===== src/rtl/core/nmea_pkg.sv =====
`default_nettype none

package nmea_pkg;

   localparam int unsigned BYTE_W   = 8;
   localparam int unsigned STATUS_W = 3;

   localparam logic [BYTE_W-1:0] CH_BEGIN = 8'h24;
   localparam logic [BYTE_W-1:0] CH_STAR  = 8'h2A;
   localparam logic [BYTE_W-1:0] CH_COMMA = 8'h2C;
   localparam logic [BYTE_W-1:0] CH_CR    = 8'h0D;
   localparam logic [BYTE_W-1:0] CH_LF    = 8'h0A;
   localparam logic [BYTE_W-1:0] CH_UPPER_A = 8'h41;
   localparam logic [BYTE_W-1:0] CH_UPPER_Z = 8'h5A;

   localparam logic [BYTE_W-1:0] MIN_LENGTH_RESET = 8'd11;
   localparam logic [BYTE_W-1:0] MAX_LENGTH_RESET = 8'd82;
   localparam logic [BYTE_W-1:0] COUNT_MAX        = 8'hFF;

   typedef enum logic [0:0] {
      CSR_MIN_LENGTH = 1'b0,
      CSR_MAX_LENGTH = 1'b1
   } csr_index_type;

   typedef enum logic [STATUS_W-1:0] {
      ST_OK       = 3'd0,
      ST_LENGTH   = 3'd1,
      ST_BEGIN    = 3'd2,
      ST_ENDINGS  = 3'd3,
      ST_PREFIX   = 3'd4,
      ST_CHECKSUM = 3'd5
   } status_type;

   typedef enum logic [1:0] {
      HEX_NONE = 2'd0,
      HEX_ONE  = 2'd1,
      HEX_DONE = 2'd2,
      HEX_BAD  = 2'd3
   } hex_phase_type;

   // Bit 4 set means the byte is not a hex digit; otherwise bits 3:0 hold its value.
   function automatic logic [4:0] hex_value(input logic [BYTE_W-1:0] c);
      logic [4:0] result;
      result = 5'h10;
      if (c >= 8'h30 && c <= 8'h39) begin
         result = {1'b0, c[3:0]};
      end else if ((c >= 8'h41 && c <= 8'h46) || (c >= 8'h61 && c <= 8'h66)) begin
         result = {1'b0, 4'(c[3:0] + 4'd9)};
      end
      return result;
   endfunction

endpackage

`default_nettype wire


===== src/rtl/core/nmea_req_if.sv =====
`default_nettype none

interface nmea_req_if;
   import nmea_pkg::*;

   logic              valid;
   logic              ready;
   logic [BYTE_W-1:0] data_byte;
   logic              last_byte;

   modport source (output valid, output data_byte, output last_byte, input ready);
   modport sink   (input valid, input data_byte, input last_byte, output ready);
endinterface

`default_nettype wire


===== src/rtl/core/nmea_rsp_if.sv =====
`default_nettype none

interface nmea_rsp_if;
   import nmea_pkg::*;

   logic                valid;
   logic                ready;
   logic [STATUS_W-1:0] status;
   logic [BYTE_W-1:0]   computed_checksum;
   logic [BYTE_W-1:0]   received_checksum;

   modport source (output valid, output status, output computed_checksum,
                   output received_checksum, input ready);
   modport sink   (input valid, input status, input computed_checksum,
                   input received_checksum, output ready);
endinterface

`default_nettype wire


===== src/rtl/core/nmea_csr_if.sv =====
`default_nettype none

interface nmea_csr_if;
   import nmea_pkg::*;

   logic              valid;
   logic              ready;
   csr_index_type     index;
   logic [BYTE_W-1:0] wdata;

   modport source (output valid, output index, output wdata, input ready);
   modport sink   (input valid, input index, input wdata, output ready);
endinterface

`default_nettype wire


===== src/rtl/core/nmea_sentence_validator.sv =====
// NMEA 0183 sentence checker, one byte per transfer.
//
// req_chan carries the sentence bytes in order; last_byte marks the final
// byte. rsp_chan gives one status word per sentence, together with the
// computed XOR checksum and the checksum read after the '*'. csr_chan writes
// the minimum and maximum sentence length; it is always ready and should only
// be used between sentences.
//
// Each byte is captured in an input register, and from there it updates the
// per-sentence state and, on the last byte, loads the result register when
// that frees up. A result is thus valid once its last byte has passed both
// registers. One byte can transfer every cycle unless a last byte is waiting.
//
// When rsp_chan stalls, bytes that are not last still pass through; a last
// byte waits in the input register until the result register frees up, and
// req_chan drops ready behind it. Reset clears the sentence state, empties
// both registers and restores the length limits to 11 and 82.

`default_nettype none

module nmea_sentence_validator #(
   parameter int unsigned PREFIX_LEN = 5
) (
   input  wire logic       clock,
   input  wire logic       reset,
   nmea_req_if.sink        req_chan,
   nmea_rsp_if.source      rsp_chan,
   nmea_csr_if.sink        csr_chan
);
   import nmea_pkg::*;

   localparam logic [BYTE_W-1:0] PREFIX_LAST      = BYTE_W'(PREFIX_LEN);
   localparam logic [BYTE_W-1:0] COMMA_POS        = BYTE_W'(PREFIX_LEN + 1);
   localparam logic [BYTE_W-1:0] PREFIX_MIN_COUNT = BYTE_W'(PREFIX_LEN + 2);

   // Configuration.
   logic [BYTE_W-1:0] min_length_ff;
   logic [BYTE_W-1:0] max_length_ff;

   // Input register.
   logic              s1_valid_ff, s1_valid_in;
   logic [BYTE_W-1:0] s1_byte_ff;
   logic              s1_last_ff;

   // Sentence state.
   logic [BYTE_W-1:0] count_ff, count_in;
   logic [BYTE_W-1:0] xor_ff, xor_in;
   logic              star_ff, star_in;
   hex_phase_type     hex_phase_ff, hex_phase_in;
   logic [BYTE_W-1:0] value_ff, value_in;
   logic              begin_ff, begin_in;
   logic              prefix_ff, prefix_in;
   logic [BYTE_W-1:0] prev_ff;

   // Result register.
   logic              rsp_valid_ff, rsp_valid_in;
   status_type        status_ff, status_in;
   logic [BYTE_W-1:0] computed_ff, computed_in;
   logic [BYTE_W-1:0] received_ff, received_in;

   logic              out_free;
   logic              s1_move;
   logic              s1_fire;
   logic              req_fire;
   logic [4:0]        digit;
   logic              ends_ok;
   logic              prefix_good;

   assign csr_chan.ready = 1'b1;

   always_ff @(posedge clock) begin
      if (reset) begin
         min_length_ff <= MIN_LENGTH_RESET;
         max_length_ff <= MAX_LENGTH_RESET;
      end else if (csr_chan.valid) begin
         case (csr_chan.index)
            CSR_MIN_LENGTH: min_length_ff <= csr_chan.wdata;
            CSR_MAX_LENGTH: max_length_ff <= csr_chan.wdata;
            default: ;
         endcase
      end
   end

   // Only a last byte needs room in the result register.
   assign out_free       = !rsp_valid_ff || rsp_chan.ready;
   assign s1_move        = !s1_last_ff || out_free;
   assign s1_fire        = s1_valid_ff && s1_move;
   assign req_chan.ready = !s1_valid_ff || s1_move;
   assign req_fire       = req_chan.valid && req_chan.ready;

   assign s1_valid_in = req_fire || (s1_valid_ff && !s1_move);

   always_ff @(posedge clock) begin
      if (reset) begin
         s1_valid_ff <= 1'b0;
      end else begin
         s1_valid_ff <= s1_valid_in;
      end
   end

   always_ff @(posedge clock) begin
      if (req_fire) begin
         s1_byte_ff <= req_chan.data_byte;
         s1_last_ff <= req_chan.last_byte;
      end
   end

   assign digit = hex_value(s1_byte_ff);

   // Checksum digit tracking after the star.
   always_comb begin
      hex_phase_in = hex_phase_ff;
      value_in     = value_ff;
      if (star_ff) begin
         case (hex_phase_ff)
            HEX_NONE: begin
               if (!digit[4]) begin
                  value_in     = {4'd0, digit[3:0]};
                  hex_phase_in = HEX_ONE;
               end else begin
                  hex_phase_in = HEX_BAD;
               end
            end
            HEX_ONE: begin
               if (!digit[4]) begin
                  value_in = {value_ff[3:0], digit[3:0]};
               end
               hex_phase_in = HEX_DONE;
            end
            default: ;
         endcase
      end
   end

   always_comb begin
      begin_in  = begin_ff;
      prefix_in = prefix_ff;
      star_in   = star_ff;
      xor_in    = xor_ff;
      if (count_ff == '0) begin
         begin_in = (s1_byte_ff == CH_BEGIN);
      end
      if (count_ff >= 8'd1 && count_ff <= PREFIX_LAST &&
          (s1_byte_ff < CH_UPPER_A || s1_byte_ff > CH_UPPER_Z)) begin
         prefix_in = 1'b0;
      end
      if (count_ff == COMMA_POS && s1_byte_ff != CH_COMMA) begin
         prefix_in = 1'b0;
      end
      if (!star_ff) begin
         if (s1_byte_ff == CH_STAR) begin
            star_in = 1'b1;
         end else if (count_ff != '0) begin
            xor_in = xor_ff ^ s1_byte_ff;
         end
      end
      count_in = (count_ff == COUNT_MAX) ? count_ff : count_ff + 8'd1;
   end

   assign ends_ok     = count_in >= 8'd2 && prev_ff == CH_CR && s1_byte_ff == CH_LF;
   assign prefix_good = prefix_in && count_in >= PREFIX_MIN_COUNT;
   assign computed_in = star_in ? xor_in : '0;
   assign received_in = (hex_phase_in == HEX_BAD) ? '0 : value_in;

   always_comb begin
      if (count_in > max_length_ff || count_in < min_length_ff) begin
         status_in = ST_LENGTH;
      end else if (!begin_in) begin
         status_in = ST_BEGIN;
      end else if (!ends_ok) begin
         status_in = ST_ENDINGS;
      end else if (!prefix_good) begin
         status_in = ST_PREFIX;
      end else if (received_in == '0 || received_in != computed_in) begin
         status_in = ST_CHECKSUM;
      end else begin
         status_in = ST_OK;
      end
   end

   // The last byte clears everything so the next byte opens a new sentence.
   always_ff @(posedge clock) begin
      if (reset || (s1_fire && s1_last_ff)) begin
         count_ff     <= '0;
         xor_ff       <= '0;
         star_ff      <= 1'b0;
         hex_phase_ff <= HEX_NONE;
         value_ff     <= '0;
         begin_ff     <= 1'b0;
         prefix_ff    <= 1'b1;
         prev_ff      <= '0;
      end else if (s1_fire) begin
         count_ff     <= count_in;
         xor_ff       <= xor_in;
         star_ff      <= star_in;
         hex_phase_ff <= hex_phase_in;
         value_ff     <= value_in;
         begin_ff     <= begin_in;
         prefix_ff    <= prefix_in;
         prev_ff      <= s1_byte_ff;
      end
   end

   assign rsp_valid_in = (s1_fire && s1_last_ff) || (rsp_valid_ff && !rsp_chan.ready);

   always_ff @(posedge clock) begin
      if (reset) begin
         rsp_valid_ff <= 1'b0;
      end else begin
         rsp_valid_ff <= rsp_valid_in;
      end
   end

   always_ff @(posedge clock) begin
      if (s1_fire && s1_last_ff) begin
         status_ff   <= status_in;
         computed_ff <= computed_in;
         received_ff <= received_in;
      end
   end

   assign rsp_chan.valid             = rsp_valid_ff;
   assign rsp_chan.status            = status_ff;
   assign rsp_chan.computed_checksum = computed_ff;
   assign rsp_chan.received_checksum = received_ff;

   a_result_from_last: assert property (@(posedge clock) disable iff (reset)
      $rose(rsp_valid_ff) |-> $past(s1_valid_ff && s1_last_ff))
      else $error("result appeared without a last byte");

   a_ok_matches: assert property (@(posedge clock) disable iff (reset)
      rsp_valid_ff && status_ff == ST_OK |->
         computed_ff == received_ff && received_ff != '0)
      else $error("ok status with bad checksum");

   a_clear_after_last: assert property (@(posedge clock) disable iff (reset)
      s1_fire && s1_last_ff |=> count_ff == '0 && !star_ff)
      else $error("sentence state not cleared");

   a_digits_after_star: assert property (@(posedge clock) disable iff (reset)
      hex_phase_ff != HEX_NONE |-> star_ff)
      else $error("hex digits tracked before star");

endmodule

`default_nettype wire


===== src/flat_wrapper.sv =====
// flat-port wrapper written by rule: the top's interface ports become plain ports
module nmea_sentence_validator_flat import nmea_pkg::*;
#(
   parameter int unsigned PREFIX_LEN = 5
)
  (clock, reset, req_chan_valid, req_chan_data_byte, req_chan_last_byte, req_chan_ready, rsp_chan_valid, rsp_chan_status, rsp_chan_computed_checksum, rsp_chan_received_checksum, rsp_chan_ready, csr_chan_valid, csr_chan_index, csr_chan_wdata, csr_chan_ready);
  nmea_req_if req_chan_i ();
  nmea_rsp_if rsp_chan_i ();
  nmea_csr_if csr_chan_i ();
  input  wire logic clock;
  input  wire logic reset;
  input wire logic [$bits(req_chan_i.valid)-1:0] req_chan_valid;
  input wire logic [$bits(req_chan_i.data_byte)-1:0] req_chan_data_byte;
  input wire logic [$bits(req_chan_i.last_byte)-1:0] req_chan_last_byte;
  output wire logic [$bits(req_chan_i.ready)-1:0] req_chan_ready;
  output wire logic [$bits(rsp_chan_i.valid)-1:0] rsp_chan_valid;
  output wire logic [$bits(rsp_chan_i.status)-1:0] rsp_chan_status;
  output wire logic [$bits(rsp_chan_i.computed_checksum)-1:0] rsp_chan_computed_checksum;
  output wire logic [$bits(rsp_chan_i.received_checksum)-1:0] rsp_chan_received_checksum;
  input wire logic [$bits(rsp_chan_i.ready)-1:0] rsp_chan_ready;
  input wire logic [$bits(csr_chan_i.valid)-1:0] csr_chan_valid;
  input wire logic [$bits(csr_chan_i.index)-1:0] csr_chan_index;
  input wire logic [$bits(csr_chan_i.wdata)-1:0] csr_chan_wdata;
  output wire logic [$bits(csr_chan_i.ready)-1:0] csr_chan_ready;
  assign req_chan_i.valid = req_chan_valid;
  assign req_chan_i.data_byte = req_chan_data_byte;
  assign req_chan_i.last_byte = req_chan_last_byte;
  assign req_chan_ready = req_chan_i.ready;
  assign rsp_chan_valid = rsp_chan_i.valid;
  assign rsp_chan_status = rsp_chan_i.status;
  assign rsp_chan_computed_checksum = rsp_chan_i.computed_checksum;
  assign rsp_chan_received_checksum = rsp_chan_i.received_checksum;
  assign rsp_chan_i.ready = rsp_chan_ready;
  assign csr_chan_i.valid = csr_chan_valid;
  assign csr_chan_i.index = csr_chan_index;
  assign csr_chan_i.wdata = csr_chan_wdata;
  assign csr_chan_ready = csr_chan_i.ready;
  nmea_sentence_validator #(.PREFIX_LEN(PREFIX_LEN)) u_core (.clock(clock), .reset(reset), .req_chan(req_chan_i), .rsp_chan(rsp_chan_i), .csr_chan(csr_chan_i));
endmodule

===== config.mk =====
export PLATFORM = sky130hd
export DESIGN_NAME = nmea_sentence_validator_flat
export DESIGN_NICKNAME = d
export VERILOG_FILES = /design/src/rtl/core/nmea_pkg.sv /design/src/rtl/core/nmea_req_if.sv /design/src/rtl/core/nmea_rsp_if.sv /design/src/rtl/core/nmea_csr_if.sv /design/src/rtl/core/nmea_sentence_validator.sv /design/src/flat_wrapper.sv
export SDC_FILE = /design/constraint.sdc
export NUM_CORES = 1
export LEC_CHECK = 0
export ABC_AREA = 1
export BUFFER_PORTS_ARGS = -buffer_cell sky130_fd_sc_hd__buf_2
export CORE_MARGIN = 2
export CORE_UTILIZATION = 60
export CTS_CLUSTER_SIZE = 24
export DETAILED_ROUTE_END_ITERATION = 10
export PLACE_DENSITY = 0.81
export RECOVER_POWER = 50
export SLEW_MARGIN = 5
export SYNTH_ARGS = -nofsm -noshare
export SYNTH_HDL_FRONTEND = slang
export SYNTH_SLANG_ARGS = --single-unit

===== constraint.sdc =====
create_clock -name clock -period 2.7 [get_ports clock]
set_input_delay 0.135 -clock clock [delete_from_list [all_inputs] [get_ports clock]]
set_output_delay 0.135 -clock clock [all_outputs]
set_load 0.1 [all_outputs]

After elaboration in Yosys (flattened, before gate mapping). Index checks and enable logic that the tools add are counted.

Output and inout bits: 22. Bits of input ports: 23. Word-level logic and storage cells: 108. Flip-flop bits (word level): 83.

Equal/unequal tests: 10. Add/subtract/negate cells: 2. Magnitude comparators: 14. Reductions and logical operators: 36. Mux-type cells: 24. Bitwise logic cells: 4.

Operators by type and width (number): 2-to-1 mux 8 bit (9); == test 8 x 4 -> 1 bit, second input constant (2); == test 8 x 6 -> 1 bit, second input constant (2); >= comparator 8 x 7 -> 1 bit, second input constant (2); <= comparator 8 x 7 -> 1 bit, second input constant (2); zero test 8 bit (2); case mux 8 bit (2 select lines) (1); logical AND 1 bit (14); logical OR 1 bit (10); 2-to-1 mux 5 bit (2); adder 8 x 1 -> 8 bit, second input constant (1); == test 8 x 3 -> 1 bit, second input constant (1); == test 8 bit, second input constant (1); >= comparator 8 x 1 -> 1 bit, second input constant (1); >= comparator 8 x 2 -> 1 bit, second input constant (1); >= comparator 8 x 3 -> 1 bit, second input constant (1); >= comparator 8 x 6 -> 1 bit, second input constant (1); greater-than comparator 8 x 7 -> 1 bit, second input constant (1); greater-than comparator 8 bit (1); <= comparator 8 x 3 -> 1 bit, second input constant (1); <= comparator 8 x 6 -> 1 bit, second input constant (1); < comparator 8 x 7 -> 1 bit, second input constant (1); < comparator 8 bit (1); 2-to-1 mux 2 bit (4); other kinds (15) (27).

Depth between registers and ports, before layout.
Depth after elaboration: 16. Depth in mapped cells: 21. Gate-level depth less buffers: 20.

Worst setup path after synthesis. Ideal clock, no wire load.

Path kind: reg2reg. Start point: reg u_core.rsp_valid_ff, in the netlist u_core.rsp_chan.valid. End point: reg u_core.s1_byte_ff[0] (enable). Library setup time: 0.281 ns. Cell stages (with the launch flop): 6. Buffers on the path: 0. Setup slack: 0.051 ns. Arrival: 2.368 ns. Clock period less this slack: 2.649 ns. Data required time: 2.419 ns. Cell sequence: dfxtp_1 -> inv_1 -> nor2_1 -> nand3_1 -> nand2_1 -> inv_1.

Longest elaborated chain between the ends: 5.

Ends and longest elaborated chain: from (decl) (RTL line nmea_sentence_validator.sv:56) `logic rsp_valid_ff, rsp_valid_in;`; from (signal assigned) (RTL line nmea_sentence_validator.sv:210) `rsp_valid_ff <= rsp_valid_in;`; zero test 1 bit (RTL line nmea_sentence_validator.sv:85) `assign out_free = !rsp_valid_ff || rsp_chan.ready;`; logical OR 1 bit (RTL line nmea_sentence_validator.sv:85); logical OR 1 bit (RTL line nmea_sentence_validator.sv:86) `assign s1_move = !s1_last_ff || out_free;`; logical OR 1 bit (RTL line nmea_sentence_validator.sv:88) `assign req_chan.ready = !s1_valid_ff || s1_move;`; net req_chan_ready (RTL line flat_wrapper.sv:15) `output wire logic [$bits(req_chan_i.ready)-1:0] req_chan_ready;`; logical AND 1 bit (RTL line nmea_sentence_validator.sv:89) `assign req_fire = req_chan.valid && req_chan.ready;`; net u_core.req_fire (RTL line nmea_sentence_validator.sv:64) `logic req_fire;`; to (signal assigned) (RTL line nmea_sentence_validator.sv:103) `s1_byte_ff <= req_chan.data_byte;`; to (decl) (RTL line nmea_sentence_validator.sv:42) `logic [BYTE_W-1:0] s1_byte_ff;`.

The timed path passes the listed nets, and every way through them passes these cells. A chain may end at the register's enable or synchronous reset.

Worst setup path in the final report.
Start point: reg u_core.s1_byte_ff[0]. End point: reg u_core.status_ff[2], in the netlist u_core.rsp_chan.status[2] (data pin).

Longest elaborated chain between the ends: 14. Elaborated cells between the ends (all ways): 51. Classes of those cells: add/sub: 1; order compare: 8; eq/ne: 6; mux: 21; bitwise: 3; reduce/logical: 12.

Ends and longest elaborated chain: >= comparator 8 x 7 -> 1 bit or <= comparator 8 x 7 -> 1 bit (tied branches) (RTL line nmea_pkg.sv:47) `end else if ((c >= 8'h41 && c <= 8'h46) || (c >= 8'h61 && c <= 8'h66)) begin`; logical AND 1 bit (RTL line nmea_pkg.sv:47); logical OR 1 bit (RTL line nmea_pkg.sv:47); 2-to-1 mux 5 bit (RTL line nmea_pkg.sv:47); 2-to-1 mux 5 bit (RTL line nmea_pkg.sv:45) `if (c >= 8'h30 && c <= 8'h39) begin`; 2-to-1 mux 2 bit (RTL line nmea_sentence_validator.sv:117) `if (!digit[4]) begin`; case mux 2 bit (2 select lines) (RTL line nmea_sentence_validator.sv:115) `case (hex_phase_ff)`; 2-to-1 mux 2 bit (RTL line nmea_sentence_validator.sv:114) `if (star_ff) begin`; == test 2 bit (RTL line nmea_sentence_validator.sv:163) `assign received_in = (hex_phase_in == HEX_BAD) ? '0 : value_in;`; 2-to-1 mux 8 bit (RTL line nmea_sentence_validator.sv:163); != test 8 bit or zero test 8 bit (tied branches) (RTL line nmea_sentence_validator.sv:174) `end else if (received_in == '0 || received_in != computed_in) begin`; logical OR 1 bit (RTL line nmea_sentence_validator.sv:174); 2-to-1 mux 3 bit (RTL line nmea_sentence_validator.sv:174); 2-to-1 mux 3 bit (RTL line nmea_sentence_validator.sv:172) `end else if (!prefix_good) begin`; to (signal assigned) (RTL line nmea_sentence_validator.sv:216) `status_ff <= status_in;`; to (decl) (RTL line nmea_sentence_validator.sv:57) `status_type status_ff, status_in;`.

Several ways; a longest one is shown, not always the timed one.

==> flow_summary.json <==
{
  "outcome": "finished, final reports clean",
  "p_sw_uw": 936,
  "synth_area_leader_cell": "dfxtp_1",
  "fp.dieH_um": 93.8,
  "cp.arrival_ns": 2.78,
  "drc": 0,
  "ctsHtreeMaxLevel": 3,
  "yosys_most_used_dff": "dfxtp_1",
  "clk_pin_slew_worst_paths_ns": 0.09,
  "crit_type": "register to register",
  "relSlewSlack_pct": 21.9,
  "multiInputGateArea_um2": 2560,
  "routedWlPerCell_um": 14.5,
  "timing.final.hold_violations": 0,
  "fmax_mhz": 377,
  "drtPass1Iterations": 6,
  "final_cells": 828,
  "die_w_um": 93.8,
  "wl_met1_um": 4870,
  "hold_depth": 3,
  "start_kind": "register",
  "synth_area_um2": 4840,
  "synth_seq_cells": 83,
  "cp_cell_sequence": "buf_4 > ha_1 > nand3b_1 > nand3_4 > nand2_8 > nand2_8 > nand3_4 > buf_4 > nand3_1 > nand2_1 > nor2_1 > nand3_1 > nor2_1 > nand3_1 > nand2_1 > nor2_2",
  "powerDensity_nw_per_um2": 505,
  "cts_sinks": 83,
  "grt_usage_pct": 25.4,
  "reg2reg_slack_ns": 0.05,
  "antennaDiodeCount": 0,
  "synth.most_common_cell": "nand2_1",
  "synth.distinct_cells": 41,
  "crit_top_cell": "nand3_1",
  "slowest_stage": "edfxtp_1",
  "seqPwrFrac_pct": 47.6,
  "row_count": 32,
  "p_clk_share_pct": 31.5,
  "crit_path_end_kind": "register",
  "min_path_type": "input pin to register",
  "syn_nets": 682,
  "path_delay_family": "simple AND/OR/NAND/NOR gates",
  "intPower_uw": 2000,
  "ant_nets": 0,
  "required_ns": 2.83,
  "worstPathBufferInverterCount": 2,
  "yosysTopAreaCellShare_pct": 22.7,
  "vias_per_cell": 5.49,
  "core-area_um2": 7770,
  "vias": 4543,
  "grt_pass1_wl_um": 17800,
  "pwr-share-comb_pct": 20.9,
  "tightest_slew_ns": 1.18,
  "syn_avg_cell_area_um2": 7.65,
  "synth_edf_count": 28,
  "hp-start": "csr_chan_wdata[3]",
  "grt_start_max_net_pins": 48,
  "maxSlewViolCount": 0,
  "drv_cap": 0,
  "reg2reg_from": "u_core.s1_byte_ff[0]",
  "async_flop_share_pct": 0,
  "clock_skew_ns": 0.00961,
  "top_layer": "met4",
  "fill_cells": 590,
  "clock_latency_ns": 0.36,
  "slowest_delay_ns": 0.44,
  "overflow": 0,
  "drt-total-wl_um": 12000,
  "setup_tns_ns": 0,
  "p_leak_uw": 0.00278,
  "drive_above_1_share_pct": 21.3,
  "regToRegEndpoint": "u_core.rsp_chan.status[2]",
  "area_growth_pct": 20.3,
  "portBuffers": 43,
  "synth-seq-area-share_pct": 40.1,
  "start_util_pct": 62.3,
  "ff_latch_area_um2": 1950,
  "dpl.hpwl_um": 7610,
  "r2r_cells": 16,
  "cts_tree": "yes",
  "setup_viol": 0,
  "nets": 770,
  "wl_met3_um": 649,
  "switching_share_pct": 31.8,
  "yosys_warnings": 0,
  "synth_area_leaders": "dfxtp_1 (23%), edfxtp_1 (17%), nand2_1 (10%)",
  "ir_drop_mv": 0.339,
  "cts_buffer_depth": 2,
  "cts-root-buf": "clkbuf_8",
  "place_congestion": 0.936,
  "pin_count": 45,
  "ys_top_cells_by_count": "nand2_1 (134), inv_1 (97), dfxtp_1 (55), a21oi_1 (47), nor2_1 (46)",
  "syn_inst": 633,
  "layout_worst_path_cycle_share_pct": 98.3,
  "holdPathEnd": "u_core.min_length_ff[3]",
  "met2WireLength_um": 6050,
  "grt_pass1_vias": 3995,
  "antenna_found_initial": 0,
  "fin_crit_ns": 2.65,
  "dp_cells": 767,
  "die_area_um2": 8810,
  "numCtsBuffers": 9,
  "initialDrtViolationCount": 392,
  "cp_max_fo": 5
}
## area by class of cell
type	instances	share of cell area (%)
Sequential cell	83	33.4
Clock inverter	7	1.29
Multi-Input combinational cell	429	44.0
Tap cell	102	2.19
Clock buffer	9	2.13
Timing Repair Buffer	93	10.2
Inverter	105	6.77
## placed cells by master (no fill, tap or decap), drive strengths merged
cell type and instances:
nand2 159, inv 108, buf 60, dfxtp 55
nor2 50, a21oi 47, nand3 47, o21ai 43
clkbuf 31, edfxtp 28, ha 26, nand4 11
dlygate4sd3 11, nor3 11, xor2 9, o211ai 6
a211oi 6, a31oi 3, nor4 3, xnor2 2
clkinvlp 2, or2 1, o21a 1, o221ai 1
o21bai 1, nand3b 1, conb 1, clkinv 1
bufinv 1
## metrics by stage
step / setup WS [ns] / power (µW) / instance area (µm²) / utilization (%) / hold slack [ns]
CTS: 0.0387 / 2860 / 5450 / 70.2 / 0.00513
finish: 0.0463 / 2940 / 5820 / 75.0 / 0.00642
detailed placement: -0.0376 / 1950 / 5120 / 65.9 / 0.313
global placement: 0.0898 / 1930 / 5120 / 65.9 / 0.305
floorplan: 0.0506 / 1830 / 4840 / - / 0.204
global route: -0.0936 / 3060 / 5820 / 75.0 / 0.0244
## worst reg2reg max path, cell delays in order (launching register included)
cell and delay, ns:
edfxtp_1 0.44, buf_4 0.16, ha_1 0.22, nand3b_1 0.21, nand3_4 0.16, nand2_8 0.11, nand2_8 0.10, nand3_4 0.15
buf_4 0.19, nand3_1 0.07, nand2_1 0.06, nor2_1 0.10, nand3_1 0.09, nor2_1 0.14, nand3_1 0.11, nand2_1 0.08
nor2_2 0.03
## routing by layer
metal,track usage [%],vias up
met5,0,-
met4,12.7,0
met3,4.17,41
met2,43.7,185
met1,30.7,2081
li1,-,2236
## what timing repair did
item                                    CTS  global route
endpoints found under the setup margin    3             3
hold endpoints to repair                 11             0
gates cloned                              0             4
pin swaps                                 2            17
gates resized for setup                   2            41
setup buffers                             1            29
hold buffers                             11             0
## power groups by stage
stage                     combinational [µW]  sequential [µW]  clock (µW)
after floorplan                          360             1470           0
after global placement                   508             1420           0
after detailed placement                 527             1420           0
after CTS                                544             1400         925
after global routing                     681             1400         977
final                                    615             1400         927
## sequential cells by signal (all words and copies together), names as in the netlist
| name | flops |
|---|---|
| u_core.rsp_chan.computed_checksum | 8 |
| u_core.rsp_chan.valid | 1 |
| u_core.max_length_ff | 8 |
| u_core.count_ff | 8 |
| u_core.hex_phase_ff | 2 |
| u_core.xor_ff | 8 |
| u_core.star_ff | 1 |
| u_core.value_ff | 8 |
| u_core.begin_ff | 1 |
| u_core.min_length_ff | 8 |
| u_core.s1_byte_ff | 8 |
| u_core.s1_last_ff | 1 |
| u_core.rsp_chan.received_checksum | 8 |
| u_core.s1_valid_ff | 1 |
| u_core.prefix_ff | 1 |
| u_core.rsp_chan.status | 3 |
| u_core.prev_ff | 8 |
## cells by family (layout without fill, tap and decap cells)
logic type                 count (synthesis)  in the layout  synth area share (%)
adders and majority gates                 26             26                  6.72
other                                      1              1                0.0774
AOI/OAI and AO/OA                        108            108                  12.1
and+or+nand+nor                          279            283                  28.2
xor gates and xnor gates                  11             11                  1.99
DFF                                       83             83                  40.1
buffers and inverters                    125            214                  10.8
## worst max path at each step
stage                          start                        end  slack, ns  cells past startpoint
2_1_floorplan  u_core.rsp_chan.valid       u_core.s1_byte_ff[0]       0.05                      5
3_3_place_gp      u_core.count_ff[1]  u_core.rsp_chan.status[1]       0.09                     14
3_5_place_dp      u_core.count_ff[1]  u_core.rsp_chan.status[0]      -0.04                     14
4_1_cts           u_core.count_ff[1]  u_core.rsp_chan.status[0]       0.04                     14
5_1_grt         u_core.s1_byte_ff[0]  u_core.rsp_chan.status[2]      -0.09                     17
6_report        u_core.s1_byte_ff[0]  u_core.rsp_chan.status[2]       0.05                     16
Note: power is estimated with default switching activity, not from simulation.
